`config.mk`:
```
export PLATFORM = sky130hd
export DESIGN_NAME = snn_ram
export DESIGN_NICKNAME = d
export VERILOG_FILES = /design/src/hdl/snn_ram.sv
export SDC_FILE = /design/constraint.sdc
export NUM_CORES = 2
export LEC_CHECK = 0
export ABC_AREA = 1
export BUFFER_PORTS_ARGS = -buffer_cell sky130_fd_sc_hd__buf_2
export CAP_MARGIN = 0
export CORE_UTILIZATION = 60
export DETAILED_ROUTE_END_ITERATION = 10
export PLACE_DENSITY_LB_ADDON = 0.05
export REMOVE_ABC_BUFFERS = 1
export SYNTH_ARGS = -nofsm -noshare
export SYNTH_HDL_FRONTEND = slang
export SYNTH_SLANG_ARGS = --single-unit
```
`constraint.sdc`:
```
create_clock -name clock -period 14.65 [get_ports clock]
set_clock_uncertainty 0.1 [all_clocks]
set_input_delay 2.1975 -clock clock [delete_from_list [all_inputs] [get_ports clock]]
set_output_delay 2.1975 -clock clock [all_outputs]
set_load 0.03 [all_outputs]
```
`src/hdl/snn_ram.sv`:
```
// Generic single-write, single-read RAM with registered read data.
module snn_ram #(
   parameter int WIDTH = 32,
   parameter int DEPTH = 64
) (
   input  logic                     clock,
   input  logic                     wr_en,
   input  logic [$clog2(DEPTH)-1:0] wr_addr,
   input  logic [WIDTH-1:0]         wr_data,
   input  logic [$clog2(DEPTH)-1:0] rd_addr,
   output logic [WIDTH-1:0]         rd_data
);

   logic [WIDTH-1:0] mem [DEPTH];
   logic [WIDTH-1:0] rd_data_ff;

   always_ff @(posedge clock) begin
      if (wr_en) begin
         mem[wr_addr] <= wr_data;
      end
      rd_data_ff <= mem[rd_addr];
   end

   assign rd_data = rd_data_ff;

endmodule

```
==> results.yml <==
outcome:
  outcome: "finished clean"
worst_setup_path:
  r2r-start: "mem[1][13]"
  crit_arrival_ns: 6.47
  cp-end-kind: "flop"
  critical_path_class: "input port to flop"
  r2r_setup_slack_ns: 12.82
  critPathLaunchType: "input port"
  r2r_end: "rd_data[13]"
  reg2reg_depth: 8
  critPathMaxFanout: 205
  required_ns: 15.30
clock_tree:
  clk_latency_ns: 0.81
  clk_path_buf_depth: 3
  h-tree-depth: 4
  numClockSinks: 2080
  cts-resized-gates: 0
  postCtsSetupRepairBufs: 0
  cts_hold_buf: 0
  cts.clk_slew.worst_paths_ns: 0.06
  cts_tree: "yes"
  cts-root-buf: "clkbuf_16"
  cts_buffers: 204
detailed_routing:
  avgViaCountPerCell: 6.19
  wl_um: 224000
  drtAntennaViolNets: 0
  wl_per_cell_um: 25.8
  drc: 0
  vias: 53800
  drtIter0Drc: 7187
  first_pass_iters: 6
placement:
  place_inst: 8295
  place_hpwl_um: 108000
  place_ws_ns: 8.34
  portBuffers: 77
  place.gp.congestion: 0.789
finish:
  drive_gt1_share_pct: 7.82
  layout_commonest_cell: "nand2_1"
  regArea_mm2: 0.0621
  n_fill_cell: 9849
  fin_cells: 8680
  final_cell_mix: "nand2_1, edfxtp_1, nand3_1, clkbuf_16, buf_4"
  multi_input_area_mm2: 0.0188
  layout.nets: 6766
  areaGrowthSynthToFinish_pct: 10.1
job:
  maxCapViolCount: 0
logic_synthesis:
  syn-cell-area_mm2: 0.0827
  yosysTopAreaCell: "edfxtp_1"
  synth_seq_cells: 2080
  ys_seq_area_share_pct: 75.1
  avgSynthCellArea_um2: 12.2
  yosys_warnings: 0
  synthTopCellsByArea: "edfxtp_1, nand3_1, nand2_1"
  netlist_instances: 6769
  ys_types: 16
  synth_top_area_share_pct: 74.3
sta:
  fin_crit_sh_pct: 39.8
  final-hold-violation-count: 0
  tightest_slew_ns: 1.31
  fmax_mhz: 172
  fin_tns_setup_ns: 0
  rsz0062_at_grt: "false"
  slew-limit-headroom_pct: 12.5
  layout_min_cycle_time_ns: 5.83
  setup_violations: 0
  fin_ws_ns: 8.82
  maxSlewViolCount: 0
power_and_ir_drop:
  combPwrFrac_pct: 5.8
  leakagePower_uw: 0.0320
  sw_frac_of_total_pct: 22.1
  ir_drop_mv: 0.124
  clkPwrFrac_pct: 40.9
  p_seq_share_pct: 53.2
  power.internal_uw: 9680
  power_switching_uw: 2740
  powerDensity_mw_per_mm2: 136
floorplan:
  die_x_um: 373
  ioPinCount: 78
  die_y_um: 373
  dieArea_mm2: 0.139
  start_util_pct: 60.8
  core_mm2: 0.136
  placementRows: 135
worst_hold_path:
  worstHoldPathCells: 8
  min_to: "rd_data[14]"
  hp-start: "mem[44][14]"
  min_path_type: "flop to flop"
grt:
  grt_first_pass_wirelength_um: 330000
  grt_pass1_vias: 50200
  antenna_found_initial: 22
  grt.total_usage_pct: 32.1
  overflow: 0
  grt_max_degree: 244
[cell usage after synthesis, drive strengths merged]
library cell,number
nor2,56
dfxtp,32
nand3,1907
nand2,2248
buf,372
nor4,8
edfxtp,2048
clkbuf,77
inv,12
nand4,9
[registers in the layout (all words and copies together), names as in the netlist]
| register | flops |
|---|---|
| mem | 2048 |
| rd_data | 32 |
[worst max path at each step]
stage | startpoint | to | slack [ns] | cells after the start
floorplan | rd_addr[0] | rd_data[17] | 6.82 | 9
global placement | rd_addr[0] | rd_data[31] | 8.36 | 12
detailed placement | rd_addr[0] | rd_data[5] | 8.34 | 12
CTS | rd_addr[0] | rd_data[5] | 9.12 | 12
global route | rd_addr[0] | rd_data[27] | 8.69 | 12
finish | rd_addr[0] | rd_data[5] | 8.82 | 12
[metrics by stage]
step / hold slack [ns] / power (uW) / utilization [%] / area (um^2)
2_1_floorplan: 0.620 / 7100 / - / 80500
3_3_place_gp: 0.679 / 7440 / 62.1 / 84600
3_5_place_dp: 0.691 / 7450 / 62.1 / 84600
4_1_cts: 0.703 / 12500 / 66.9 / 91100
5_1_grt: 0.769 / 12700 / 66.9 / 91100
6_report: 0.702 / 12400 / 66.9 / 91100
[worst max-delay path: stages]
cell,delay (ns)
buf_8,0.38
buf_4,0.84
buf_12,0.57
buf_4,0.76
nand2_1,0.14
nand3_1,0.14
nand3_1,0.09
nand3_1,0.16
nand3_1,0.22
nand2_1,0.14
nand2_1,0.16
nand2_1,0.13
[layer usage]
| layer | vias to the layer above | wire, um | track usage (%) |
|---|---|---|---|
| met2 | 2904 | 104000 | 50.1 |
| met5 | - | 42 | 0 |
| met3 | 435 | 23000 | 5.51 |
| li1 | 24100 | - | - |
| met4 | 6 | 5550 | 9.02 |
| met1 | 26400 | 91600 | 47.1 |
[power groups by stage]
stage                     Combinational, uW  Sequential [uW]  Clock [uW]
after CTS                               715             6610        5120
final                                   724             6610        5080
after global routing                    783             6610        5350
after floorplan                         351             6750           0
after detailed placement                712             6740           0
after global placement                  704             6740           0
[kinds of logic (layout without fill, tap and decap cells)]
family	count (synthesis)	in the layout	synth area share (%)
other	0	5	0
buffers and inverters	461	586	2.78
AND/OR/NAND/NOR	4228	4228	22.1
flip-flops	2080	2080	75.1
[layout make-up]
type | instances | share of cell area, %
antenna | 5 | 0.0137
tap | 1781 | 2.45
timing repair buffer | 194 | 1.53
multi-input combinational | 4228 | 20.6
sequential | 2080 | 68.2
clock inverter | 81 | 0.742
clock buffer | 299 | 6.36
inverter | 12 | 0.0907
No activity file was read; power rests on OpenSTA's default activity.
